File: src/rtl/wrsi_pkg.sv
`default_nettype none
// ----------------------------------------------------------------------------
// wrsi_pkg: shared types and constants of the Wilder RSI core
// Fixed widths, codes and the command and status structures that pass
// between the controller and the datapath.
// ----------------------------------------------------------------------------
package wrsi_pkg;

	localparam int PRICE_W   = 32;
	localparam int PERIOD_W  = 8;
	localparam int FRAC_BITS = 16;
	localparam int PERIOD_MAX = 255;

	// Change counter saturates at PERIOD_MAX + 1.
	localparam int CHG_W = $clog2(PERIOD_MAX + 2);
	localparam logic [CHG_W-1:0] CHG_SAT = CHG_W'(PERIOD_MAX + 1);

	// Averages are Q32.FRAC_BITS; raw sums before the seed fit in the same word.
	localparam int AVG_W = PRICE_W + FRAC_BITS;
	// Seed dividend: a raw sum of up to PERIOD_MAX changes, shifted by FRAC_BITS.
	localparam int SUM_W = PRICE_W + $clog2(PERIOD_MAX + 1);
	localparam int DIV_W = SUM_W + FRAC_BITS;

	localparam int RSI_W = 23;
	localparam logic [RSI_W-1:0] RSI_FULL = RSI_W'(100 << FRAC_BITS);

	// Ratio unit: divisor is G+L, partial remainder stays below three divisors.
	localparam int S_W = AVG_W + 1;
	localparam int R_W = AVG_W + 3;

	localparam int CNT_W = $clog2(DIV_W);
	localparam int RB_W  = $clog2(RSI_W);

	localparam logic [PERIOD_W-1:0] PERIOD_RESET = PERIOD_W'(14);

	localparam int LANE_GAIN = 0;
	localparam int LANE_LOSS = 1;

	typedef enum logic [2:0] {
		ST_IDLE,
		ST_DIFF,
		ST_SETUP,
		ST_DIVIDE,
		ST_UPDATE,
		ST_RATIO_INIT,
		ST_RATIO,
		ST_OUTPUT
	} wrsi_state_t;

	typedef enum logic [1:0] {
		PH_SHIFT,
		PH_SUB_A,
		PH_SUB_B
	} wrsi_phase_t;

	typedef struct packed {
		logic            load;
		logic            diff;
		logic            setup;
		logic            div_step;
		logic            update;
		logic            ratio_init;
		logic            ratio_shift;
		logic            ratio_sub;
		logic [RB_W-1:0] ratio_bit;
		logic            out_load;
	} wrsi_cmd_t;

	typedef struct packed {
		logic has_change;
		logic accumulate;
		logic loss_zero;
	} wrsi_status_t;

endpackage
`default_nettype wire

File: src/rtl/wrsi_if.sv
`default_nettype none
// ----------------------------------------------------------------------------
// wrsi_if: channel interfaces of the Wilder RSI core
// Price input channel, result output channel and period write channel,
// each with valid/ready flow control.
// ----------------------------------------------------------------------------
interface wrsi_price_if;
	logic                          valid;
	logic                          ready;
	logic [wrsi_pkg::PRICE_W-1:0]  close_price;
	logic                          new_series;

	modport source (output valid, output close_price, output new_series, input ready);
	modport sink   (input valid, input close_price, input new_series, output ready);
endinterface

interface wrsi_result_if;
	logic                        valid;
	logic                        ready;
	logic                        rsi_valid;
	logic [wrsi_pkg::RSI_W-1:0]  rsi_value;

	modport source (output valid, output rsi_valid, output rsi_value, input ready);
	modport sink   (input valid, input rsi_valid, input rsi_value, output ready);
endinterface

interface wrsi_cfg_if;
	logic                           valid;
	logic                           ready;
	logic [wrsi_pkg::PERIOD_W-1:0]  period;

	modport source (output valid, output period, input ready);
	modport sink   (input valid, input period, output ready);
endinterface
`default_nettype wire

File: src/rtl/wrsi_ctrl.sv
`default_nettype none
// ----------------------------------------------------------------------------
// wrsi_ctrl: sequencer of the Wilder RSI core
// Steps one price through difference, division, smoothing and ratio
// phases and owns the input and output handshakes.
// ----------------------------------------------------------------------------
module wrsi_ctrl (
	input  wire logic                   clk,
	input  wire logic                   arst_n,
	input  wire logic                   in_valid,
	output logic                        in_ready,
	output logic                        out_valid,
	input  wire logic                   out_ready,
	input  wire wrsi_pkg::wrsi_status_t status,
	output wrsi_pkg::wrsi_cmd_t         cmd
);
	import wrsi_pkg::*;

	wrsi_state_t           state_q, state_d;
	wrsi_phase_t           phase_q;
	logic [CNT_W-1:0]      cnt_q;
	logic                  out_valid_q;
	logic                  can_load;

	assign can_load  = !out_valid_q || out_ready;
	assign out_valid = out_valid_q;

	always_comb begin
		state_d = state_q;
		case (state_q)
			ST_IDLE: begin
				if (in_valid) state_d = ST_DIFF;
			end
			ST_DIFF: state_d = ST_SETUP;
			ST_SETUP: begin
				if (!status.has_change || status.accumulate) state_d = ST_OUTPUT;
				else state_d = ST_DIVIDE;
			end
			ST_DIVIDE: begin
				if (cnt_q == CNT_W'(DIV_W - 1)) state_d = ST_UPDATE;
			end
			ST_UPDATE: state_d = ST_RATIO_INIT;
			ST_RATIO_INIT: begin
				if (status.loss_zero) state_d = ST_OUTPUT;
				else state_d = ST_RATIO;
			end
			ST_RATIO: begin
				if (phase_q == PH_SUB_B && cnt_q == '0) state_d = ST_OUTPUT;
			end
			ST_OUTPUT: begin
				if (can_load) state_d = ST_IDLE;
			end
			default: state_d = ST_IDLE;
		endcase
	end

	always_comb begin
		cmd             = '0;
		cmd.ratio_bit   = cnt_q[RB_W-1:0];
		in_ready        = 1'b0;
		case (state_q)
			ST_IDLE: begin
				in_ready = 1'b1;
				cmd.load = in_valid;
			end
			ST_DIFF:       cmd.diff = 1'b1;
			ST_SETUP:      cmd.setup = 1'b1;
			ST_DIVIDE:     cmd.div_step = 1'b1;
			ST_UPDATE:     cmd.update = 1'b1;
			ST_RATIO_INIT: cmd.ratio_init = 1'b1;
			ST_RATIO: begin
				cmd.ratio_shift = (phase_q == PH_SHIFT);
				cmd.ratio_sub   = (phase_q != PH_SHIFT);
			end
			ST_OUTPUT:     cmd.out_load = can_load;
			default:       cmd = '0;
		endcase
	end

	always_ff @(posedge clk or negedge arst_n) begin
		if (!arst_n) begin
			state_q     <= ST_IDLE;
			phase_q     <= PH_SHIFT;
			cnt_q       <= '0;
			out_valid_q <= 1'b0;
		end else begin
			state_q <= state_d;

			case (state_q)
				ST_SETUP:  cnt_q <= '0;
				ST_DIVIDE: cnt_q <= cnt_q + CNT_W'(1);
				ST_RATIO_INIT: begin
					cnt_q   <= CNT_W'(RSI_W - 1);
					phase_q <= PH_SHIFT;
				end
				ST_RATIO: begin
					case (phase_q)
						PH_SHIFT: phase_q <= PH_SUB_A;
						PH_SUB_A: phase_q <= PH_SUB_B;
						PH_SUB_B: begin
							phase_q <= PH_SHIFT;
							cnt_q   <= cnt_q - CNT_W'(1);
						end
						default: phase_q <= PH_SHIFT;
					endcase
				end
				default: cnt_q <= cnt_q;
			endcase

			if (cmd.out_load) out_valid_q <= 1'b1;
			else if (out_ready) out_valid_q <= 1'b0;
		end
	end

endmodule
`default_nettype wire

File: src/rtl/wrsi_dp.sv
`default_nettype none
// ----------------------------------------------------------------------------
// wrsi_dp: datapath of the Wilder RSI core
// Series state, two bit-serial dividers by the period (gain and loss lanes),
// the shift-and-subtract ratio unit and the result register.
// ----------------------------------------------------------------------------
module wrsi_dp (
	input  wire logic                        clk,
	input  wire logic                        arst_n,
	input  wire wrsi_pkg::wrsi_cmd_t         cmd,
	output wrsi_pkg::wrsi_status_t           status,
	input  wire logic                        cfg_write,
	input  wire logic [wrsi_pkg::PERIOD_W-1:0] cfg_period,
	input  wire logic [wrsi_pkg::PRICE_W-1:0]  close_price,
	input  wire logic                        new_series,
	output logic                             rsi_valid,
	output logic [wrsi_pkg::RSI_W-1:0]       rsi_value
);
	import wrsi_pkg::*;

	// Series state.
	logic [PERIOD_W-1:0] period_q;
	logic [PRICE_W-1:0]  last_close_q;
	logic                close_valid_q;
	logic [CHG_W-1:0]    changes_q;
	logic [AVG_W-1:0]    avg_q [2];

	// Per-item working registers.
	logic [PRICE_W-1:0]  price_q;
	logic [PRICE_W-1:0]  diff_q [2];
	logic                chg_q;
	logic                seed_q;
	logic                val_q;
	logic [DIV_W-1:0]    num_q [2];
	logic [PERIOD_W-1:0] rem_q [2];
	logic                sub_q [2];
	logic [S_W-1:0]      sum_q;
	logic [R_W-1:0]      r_q;
	logic [RSI_W-1:0]    rsi_q;
	logic                res_valid_q;
	logic [RSI_W-1:0]    res_value_q;

	logic [PERIOD_W-1:0] p_eff;
	logic [CHG_W-1:0]    p_chg;
	logic                accumulate;
	logic                seed;
	logic [AVG_W-1:0]    x_w       [2];
	logic [DIV_W-1:0]    setup_num [2];
	logic                setup_sub [2];
	logic [PERIOD_W:0]   div_t     [2];
	logic                div_ge    [2];
	logic [R_W-1:0]      r_shift;
	logic                r_ge;

	// A period of zero runs as one; every 8-bit period is within the maximum.
	assign p_eff      = (period_q == '0) ? PERIOD_W'(1) : period_q;
	assign p_chg      = CHG_W'(p_eff);
	assign accumulate = changes_q < p_chg;
	assign seed       = changes_q == p_chg;

	assign status.has_change = chg_q;
	assign status.accumulate = accumulate;
	assign status.loss_zero  = (avg_q[LANE_LOSS] == '0);

	always_comb begin
		for (int l = 0; l < 2; l++) begin
			x_w[l] = {diff_q[l], {FRAC_BITS{1'b0}}};
			if (seed) begin
				setup_num[l] = DIV_W'({avg_q[l] + AVG_W'(diff_q[l]), {FRAC_BITS{1'b0}}});
				setup_sub[l] = 1'b0;
			end else if (x_w[l] >= avg_q[l]) begin
				setup_num[l] = DIV_W'(x_w[l] - avg_q[l]);
				setup_sub[l] = 1'b0;
			end else begin
				// Rounds the decrement up so the average itself rounds down.
				setup_num[l] = DIV_W'(avg_q[l] - x_w[l]) + DIV_W'(p_eff - PERIOD_W'(1));
				setup_sub[l] = 1'b1;
			end
			div_t[l]  = {rem_q[l], num_q[l][DIV_W-1]};
			div_ge[l] = div_t[l] >= {1'b0, p_eff};
		end
	end

	assign r_shift = {r_q[R_W-2:0], 1'b0}
		+ (RSI_FULL[cmd.ratio_bit] ? R_W'(avg_q[LANE_GAIN]) : R_W'(0));
	assign r_ge    = r_q >= R_W'(sum_q);

	always_ff @(posedge clk or negedge arst_n) begin
		if (!arst_n) begin
			period_q      <= PERIOD_RESET;
			last_close_q  <= '0;
			close_valid_q <= 1'b0;
			changes_q     <= '0;
			avg_q[0]      <= '0;
			avg_q[1]      <= '0;
			res_valid_q   <= 1'b0;
		end else begin
			if (cfg_write) begin
				period_q      <= cfg_period;
				close_valid_q <= 1'b0;
				changes_q     <= '0;
				avg_q[0]      <= '0;
				avg_q[1]      <= '0;
			end

			if (cmd.load && new_series) begin
				close_valid_q <= 1'b0;
				changes_q     <= '0;
				avg_q[0]      <= '0;
				avg_q[1]      <= '0;
			end

			if (cmd.diff) begin
				if (close_valid_q && changes_q != CHG_SAT) changes_q <= changes_q + CHG_W'(1);
				last_close_q  <= price_q;
				close_valid_q <= 1'b1;
			end

			if (cmd.setup && chg_q && accumulate) begin
				for (int l = 0; l < 2; l++) avg_q[l] <= avg_q[l] + AVG_W'(diff_q[l]);
			end

			if (cmd.update) begin
				for (int l = 0; l < 2; l++) begin
					if (seed_q) avg_q[l] <= num_q[l][AVG_W-1:0];
					else if (sub_q[l]) avg_q[l] <= avg_q[l] - num_q[l][AVG_W-1:0];
					else avg_q[l] <= avg_q[l] + num_q[l][AVG_W-1:0];
				end
			end

			if (cmd.out_load) res_valid_q <= val_q;
		end
	end

	// Working registers carry no reset; each item loads them before use.
	always_ff @(posedge clk) begin
		if (cmd.load) price_q <= close_price;

		if (cmd.diff) begin
			chg_q <= close_valid_q;
			if (price_q > last_close_q) begin
				diff_q[LANE_GAIN] <= price_q - last_close_q;
				diff_q[LANE_LOSS] <= '0;
			end else begin
				diff_q[LANE_GAIN] <= '0;
				diff_q[LANE_LOSS] <= last_close_q - price_q;
			end
		end

		if (cmd.setup) begin
			val_q  <= chg_q && !accumulate;
			seed_q <= seed;
			rsi_q  <= '0;
			for (int l = 0; l < 2; l++) begin
				num_q[l] <= setup_num[l];
				sub_q[l] <= setup_sub[l];
				rem_q[l] <= '0;
			end
		end

		// Restoring division by the period, one quotient bit per cycle.
		if (cmd.div_step) begin
			for (int l = 0; l < 2; l++) begin
				num_q[l] <= {num_q[l][DIV_W-2:0], div_ge[l]};
				rem_q[l] <= div_ge[l] ? PERIOD_W'(div_t[l] - {1'b0, p_eff})
				                      : PERIOD_W'(div_t[l]);
			end
		end

		if (cmd.ratio_init) begin
			sum_q <= S_W'(avg_q[LANE_GAIN]) + S_W'(avg_q[LANE_LOSS]);
			r_q   <= '0;
			rsi_q <= status.loss_zero ? RSI_FULL : RSI_W'(0);
		end

		if (cmd.ratio_shift) begin
			r_q   <= r_shift;
			rsi_q <= {rsi_q[RSI_W-2:0], 1'b0};
		end

		if (cmd.ratio_sub && r_ge) begin
			r_q   <= r_q - R_W'(sum_q);
			rsi_q <= rsi_q + RSI_W'(1);
		end

		if (cmd.out_load) res_value_q <= val_q ? rsi_q : RSI_W'(0);
	end

	assign rsi_valid = res_valid_q;
	assign rsi_value = res_value_q;

endmodule
`default_nettype wire

File: src/rtl/wilder_relative_strength_index_core.sv
`default_nettype none
// An item that only stores a price or adds to the seed sums skips the division and ratio
// steps; an item that yields an RSI runs the division steps and then the ratio steps,
// and the ratio steps are skipped when the loss average is zero.
// Flow: one price at a time; the next price is taken the cycle after the result
// is registered.
// Reset: asynchronous, active low; period returns to 14 and the series history is cleared.
// ----------------------------------------------------------------------------
// wilder_relative_strength_index_core: Wilder RSI over a stream of closes
// Sums gains and losses over the first period changes, seeds the averages,
// then applies Wilder smoothing and reports 100*G/(G+L) in Q7.16.
// ----------------------------------------------------------------------------
module wilder_relative_strength_index_core (
	input  wire logic    clk,
	input  wire logic    arst_n,
	wrsi_price_if.sink   prices,
	wrsi_result_if.source results,
	wrsi_cfg_if.sink     cfg
);
	import wrsi_pkg::*;

	wrsi_cmd_t    cmd;
	wrsi_status_t status;
	logic         cfg_write;

	// The period register is always writable. Writes are expected only while
	// the core is idle; a write clears the series history, so the next price
	// starts a new series.
	assign cfg.ready = 1'b1;
	assign cfg_write = cfg.valid && cfg.ready;

	// The controller walks each accepted price through the difference,
	// setup, division, update and ratio phases, and holds the output
	// transaction in its register until the sink takes it. A new price is
	// accepted while an earlier result still waits on the output.
	wrsi_ctrl u_ctrl (
		.clk       (clk),
		.arst_n    (arst_n),
		.in_valid  (prices.valid),
		.in_ready  (prices.ready),
		.out_valid (results.valid),
		.out_ready (results.ready),
		.status    (status),
		.cmd       (cmd)
	);

	// The datapath keeps the series state (previous close, change count,
	// gain and loss averages) and runs both averages through their divisions
	// by the period side by side, then forms the ratio bit-serially.
	wrsi_dp u_dp (
		.clk         (clk),
		.arst_n      (arst_n),
		.cmd         (cmd),
		.status      (status),
		.cfg_write   (cfg_write),
		.cfg_period  (cfg.period),
		.close_price (prices.close_price),
		.new_series  (prices.new_series),
		.rsi_valid   (results.rsi_valid),
		.rsi_value   (results.rsi_value)
	);

endmodule
`default_nettype wire

File: src/flat_wrapper.sv
// flat-port wrapper written by rule: the top's interface ports become plain ports
module wilder_relative_strength_index_core_flat import wrsi_pkg::*;
  (clk, arst_n, prices_valid, prices_close_price, prices_new_series, prices_ready, results_valid, results_rsi_valid, results_rsi_value, results_ready, cfg_valid, cfg_period, cfg_ready);
  wrsi_price_if prices_i ();
  wrsi_result_if results_i ();
  wrsi_cfg_if cfg_i ();
  input  wire logic clk;
  input  wire logic arst_n;
  input wire logic [$bits(prices_i.valid)-1:0] prices_valid;
  input wire logic [$bits(prices_i.close_price)-1:0] prices_close_price;
  input wire logic [$bits(prices_i.new_series)-1:0] prices_new_series;
  output wire logic [$bits(prices_i.ready)-1:0] prices_ready;
  output wire logic [$bits(results_i.valid)-1:0] results_valid;
  output wire logic [$bits(results_i.rsi_valid)-1:0] results_rsi_valid;
  output wire logic [$bits(results_i.rsi_value)-1:0] results_rsi_value;
  input wire logic [$bits(results_i.ready)-1:0] results_ready;
  input wire logic [$bits(cfg_i.valid)-1:0] cfg_valid;
  input wire logic [$bits(cfg_i.period)-1:0] cfg_period;
  output wire logic [$bits(cfg_i.ready)-1:0] cfg_ready;
  assign prices_i.valid = prices_valid;
  assign prices_i.close_price = prices_close_price;
  assign prices_i.new_series = prices_new_series;
  assign prices_ready = prices_i.ready;
  assign results_valid = results_i.valid;
  assign results_rsi_valid = results_i.rsi_valid;
  assign results_rsi_value = results_i.rsi_value;
  assign results_i.ready = results_ready;
  assign cfg_i.valid = cfg_valid;
  assign cfg_i.period = cfg_period;
  assign cfg_ready = cfg_i.ready;
  wilder_relative_strength_index_core u_core (.clk(clk), .arst_n(arst_n), .prices(prices_i), .results(results_i), .cfg(cfg_i));
endmodule
File: config.mk
export PLATFORM = sky130hd
export DESIGN_NAME = wilder_relative_strength_index_core_flat
export DESIGN_NICKNAME = d
export VERILOG_FILES = /design/src/rtl/wrsi_pkg.sv /design/src/rtl/wrsi_if.sv /design/src/rtl/wrsi_ctrl.sv /design/src/rtl/wrsi_dp.sv /design/src/rtl/wilder_relative_strength_index_core.sv /design/src/flat_wrapper.sv
export SDC_FILE = /design/constraint.sdc
export NUM_CORES = 2
export LEC_CHECK = 0
export ABC_AREA = 0
export BUFFER_PORTS_ARGS = -buffer_cell sky130_fd_sc_hd__buf_2
export CAP_MARGIN = 25
export CORE_ASPECT_RATIO = 0.75
export CORE_UTILIZATION = 25
export CTS_CLUSTER_SIZE = 10
export DETAILED_ROUTE_END_ITERATION = 10
export GPL_TIMING_DRIVEN = 0
export SLEW_MARGIN = 15
export SYNTH_ARGS = -nofsm -noshare
export SYNTH_HDL_FRONTEND = slang
export SYNTH_SLANG_ARGS = --single-unit
File: constraint.sdc
create_clock -name clk -period 10.7 [get_ports clk]
set_input_delay 1.605 -clock clk [delete_from_list [all_inputs] [get_ports clk]]
set_output_delay 1.605 -clock clk [all_outputs]
set_load 0.005 [all_outputs]
==> results.json <==
{
  "routed_wl_mm": 265,
  "area_delta_synth_final_pct": 12.4,
  "place_ws_ns": 3.02,
  "fin_crit_ns": 7.95,
  "grt_pass1_vias": 52897,
  "synth_seq_area_share_pct": 26.1,
  "synth_top_cell_area_share_pct": 19.3,
  "tightestPinTransition_ns": 1.26,
  "setup_viol": 0,
  "nFillCells": 24824,
  "synth_area_leaders": "edfxtp_1 19%, ha_1 13%, xnor2_1 7.2%",
  "dpl.cell_count": 10426,
  "htreeDepth": 3,
  "cts.repair.resized": 0,
  "clkSinkCount": 534,
  "routedWlPerCell_um": 25.0,
  "die_y_um": 420,
  "clock-root-buffer": "clkbuf_16",
  "drt-pass1-iter-count": 11,
  "fin_hold_ws_ns": 0.510,
  "row_count": 153,
  "worstSetupPathType": "reg -> reg",
  "hpwlAfterDp_mm": 217,
  "power_uw": 21800,
  "die_width_um": 560,
  "cts_tree": "done",
  "fin_cells": 10570,
  "synth_warnings": 0,
  "port_buffers": 71,
  "io_pins": 73,
  "avgSynthCellArea_um2": 8.08,
  "relSlewSlack_pct": 16.0,
  "clock-skew-final_ns": 0.0550,
  "hold_violations": 0,
  "cts-hold-fix-buffers": 0,
  "clockBufferDepth": 3,
  "min-delay-start": "u_core.u_dp.rsi_valid$_DFFE_PN0P_",
  "p_per_area_nw_per_um2": 332,
  "clk_latency_ns": 0.71,
  "gr-total-overflow": 0,
  "timing.rr.end": "u_core.u_dp.num_q[0][55]$_DFFE_PP_",
  "synth_edf_count": 375,
  "report.final.slew_viol_count": 0,
  "hold_path_end": "u_core.u_dp.rsi_valid$_DFFE_PN0P_",
  "yosys.cell_types.count": 107,
  "synth_largest_area_cell": "edfxtp_1",
  "coreArea_um2": 232000,
  "hold_depth": 1,
  "leakagePower_uw": 0.0276,
  "required_ns": 11.02,
  "postRouteAntennaNets": 0,
  "rsz0062_at_grt": "false",
  "initialDrtViolationCount": 8674,
  "antenna_found_initial": 19,
  "ys.flop_type": "edfxtp_1",
  "vias": 59413,
  "syn_inst": 7216,
  "hold_path_class": "reg -> reg",
  "start_util_pct": 25.1,
  "rrSetupSlack_ns": 2.75,
  "drive_above_1_share_pct": 4.49,
  "maxCapViolations": 0,
  "post-cts-setup-buffer-count": 0,
  "vdd_drop_max_mv": 0.170,
  "clk_pin_slew_worst_paths_ns": 0.06,
  "fin_ws_ns": 2.75,
  "ys_ff_latch": 534,
  "place_congestion": 1.05,
  "outcome": "finished, violations left",
  "violations": "DRC",
  "fmaxAchievable_mhz": 126,
  "grt_pass1_wl_mm": 374,
  "rr_startpoint": "u_core.u_dp.avg_q[66]$_DFFE_PN0P_",
  "cp-startpoint": "u_core.u_dp.avg_q[66]$_DFFE_PN0P_",
  "die_area_um2": 235000,
  "period_share_pct": 74.3,
  "cts_made_buffers": 68,
  "drc": 4,
  "vias_per_cell": 5.62,
  "synthesis.nets": 7905,
  "synthArstFlopShare_pct": 29.8,
  "grt_max_degree": 76,
  "end_kind": "flip-flop",
  "worstPathMaxFanout": 8,
  "track_usage_pct": 21.5,
  "nets": 8089,
  "rr_worst_depth": 24,
  "arrival_ns": 8.27,
  "synth_area_um2": 58300,
  "cp-start-kind": "flip-flop"
}
## registers in the layout, summed over array words and instances, names as in the netlist, 2 cells and up
name	flops
u_core.u_dp.rem_q	16
u_core.u_dp.changes_q	9
u_core.u_dp.period_q	8
u_core.u_dp.num_q	112
u_core.u_dp.avg_q	96
u_core.u_dp.sum_q	49
u_core.u_ctrl.state_q	3
u_core.u_dp.r_q	51
u_core.u_dp.price_q	32
u_core.u_dp.rsi_q	23
u_core.u_ctrl.phase_q	2
u_core.u_dp.diff_q	64
u_core.u_dp.last_close_q	32
u_core.u_dp.rsi_value	23
u_core.u_ctrl.cnt_q	6
u_core.u_dp.sub_q	2
## logic make-up (layout without fill, tap and decap cells)
| logic type | after synthesis | after routing | share of synthesized area, % |
|---|---|---|---|
| other | 1 | 15 | 0.00643 |
| buffers and inverters | 754 | 994 | 4.98 |
| XOR/XNOR | 692 | 692 | 10.4 |
| AND/OR/NAND/NOR | 2072 | 2072 | 17.2 |
| multiplexers | 24 | 24 | 0.419 |
| adder cells (fa/ha/maj) | 643 | 643 | 14.0 |
| flip-flops | 534 | 534 | 26.1 |
| AO/OA/AOI/OAI | 2496 | 2496 | 26.8 |
## report_power, final
part           internal [uW]  switching [uW]  leakage [uW]
clock network           1290            1080       0.00104
logic                   5140            9530        0.0210
registers               3350            1370       0.00561
total                   9780           12000        0.0276
## critical path: stages (launching register included)
cell	delay, ns
dfrtp_1	0.83
inv_1	0.34
ha_1	0.37
clkbuf_1	0.21
a21o_1	0.22
a21oi_1	0.23
o21bai_1	0.09
a21oi_1	0.23
o21bai_1	0.14
a211o_1	0.31
a31o_2	0.24
a21oi_1	0.63
o21ai_0	0.31
a21boi_0	0.61
o21ai_0	0.23
xor2_1	0.19
ha_1	0.40
nand4_1	0.24
inv_1	0.15
a22o_1	0.18
nor2_1	0.06
o21ai_0	0.15
o21ai_0	0.15
a21oi_1	0.62
a21oi_1	0.45
## layout make-up
class                           count  area (um2)  area share, %
Buffer                            306        1240           1.89
Clock inverter                     16         235          0.359
Inverter                          448        1680           2.57
Sequential cell                   534       15200           23.3
Multi-Input combinational cell   5928       40200           61.4
Antenna cell                       14        35.0         0.0535
Clock buffer                      110        1940           2.96
Tap cell                         3100        3880           5.92
Timing Repair Buffer              114        1060           1.62
## worst max path at each step
stage	endpoint	cells past startpoint
2_1_floorplan	u_core.u_dp.avg_q[93]$_DFFE_PN0P_	8
3_3_place_gp	u_core.u_dp.avg_q[30]$_DFFE_PN0P_	7
3_5_place_dp	u_core.u_dp.num_q[0][55]$_DFFE_PP_	24
4_1_cts	u_core.u_dp.num_q[0][55]$_DFFE_PP_	24
5_1_grt	u_core.u_dp.num_q[0][55]$_DFFE_PP_	24
6_report	u_core.u_dp.num_q[0][55]$_DFFE_PP_	24
## cell usage after synthesis (61+ instances only)
| cell type | number |
|---|---|
| inv_1 | 447 |
| o21ai_0 | 545 |
| nand3_1 | 146 |
| nand2b_1 | 100 |
| nor2b_1 | 108 |
| and2_1 | 101 |
| dfrtp_1 | 156 |
| a21oi_1 | 788 |
| o21a_1 | 71 |
| o22ai_1 | 79 |
| a211oi_1 | 61 |
| o21bai_1 | 112 |
| clkbuf_1 | 265 |
| nor3_1 | 137 |
| ha_1 | 627 |
| and3_1 | 68 |
| nor2_1 | 565 |
| xnor2_1 | 476 |
| xor2_1 | 216 |
| edfxtp_1 | 375 |
| nand2_1 | 558 |
| a31oi_1 | 77 |
| nand4_1 | 99 |
| a21o_1 | 326 |
## metrics by stage
| step | cell area (um2) | TNS (ns) | util [%] |
|---|---|---|---|
| after floorplan | 58300 | 0 | - |
| after global placement | 62500 | -742.91 | 27.0 |
| after detailed placement | 63300 | 0 | 27.3 |
| after CTS | 65400 | 0 | 28.2 |
| after global routing | 65500 | 0 | 28.3 |
| final | 65500 | 0 | 28.3 |
## cells in the final DEF, fill, tap and decap left out, types with 18 or more instances in the layout
cell       count
nor2b_1      105
nand3_1      145
a211oi_1      61
o21ai_0      545
a22oi_1       36
o21ai_1       21
nand2_1      558
o21bai_1     112
buf_2         84
ha_1         627
xor2_1       216
clkbuf_1     291
a21boi_0      20
nand4_1       99
a21oi_1      788
edfxtp_1     375
or2_2         18
a31oi_1       77
o31ai_1       31
and3_1        67
inv_1        446
o211ai_1      57
nor4_1        45
xnor2_1      476
o221ai_1      35
o22ai_1       79
a221oi_1      20
nand2b_1     100
dfrtp_1      156
nor2_1       564
or3_1         45
a21o_1       326
and2_1       100
o21a_1        71
clkbuf_16     69
mux2i_1       21
nor3_1       135
## metal layers
metal | wire length, um | track usage, %
met5 | 49 | 0
met4 | 8900 | 6.72
met3 | 39000 | 7.66
met2 | 95300 | 27.7
met1 | 121000 | 32.3
No activity file was read; power rests on OpenSTA's default activity.
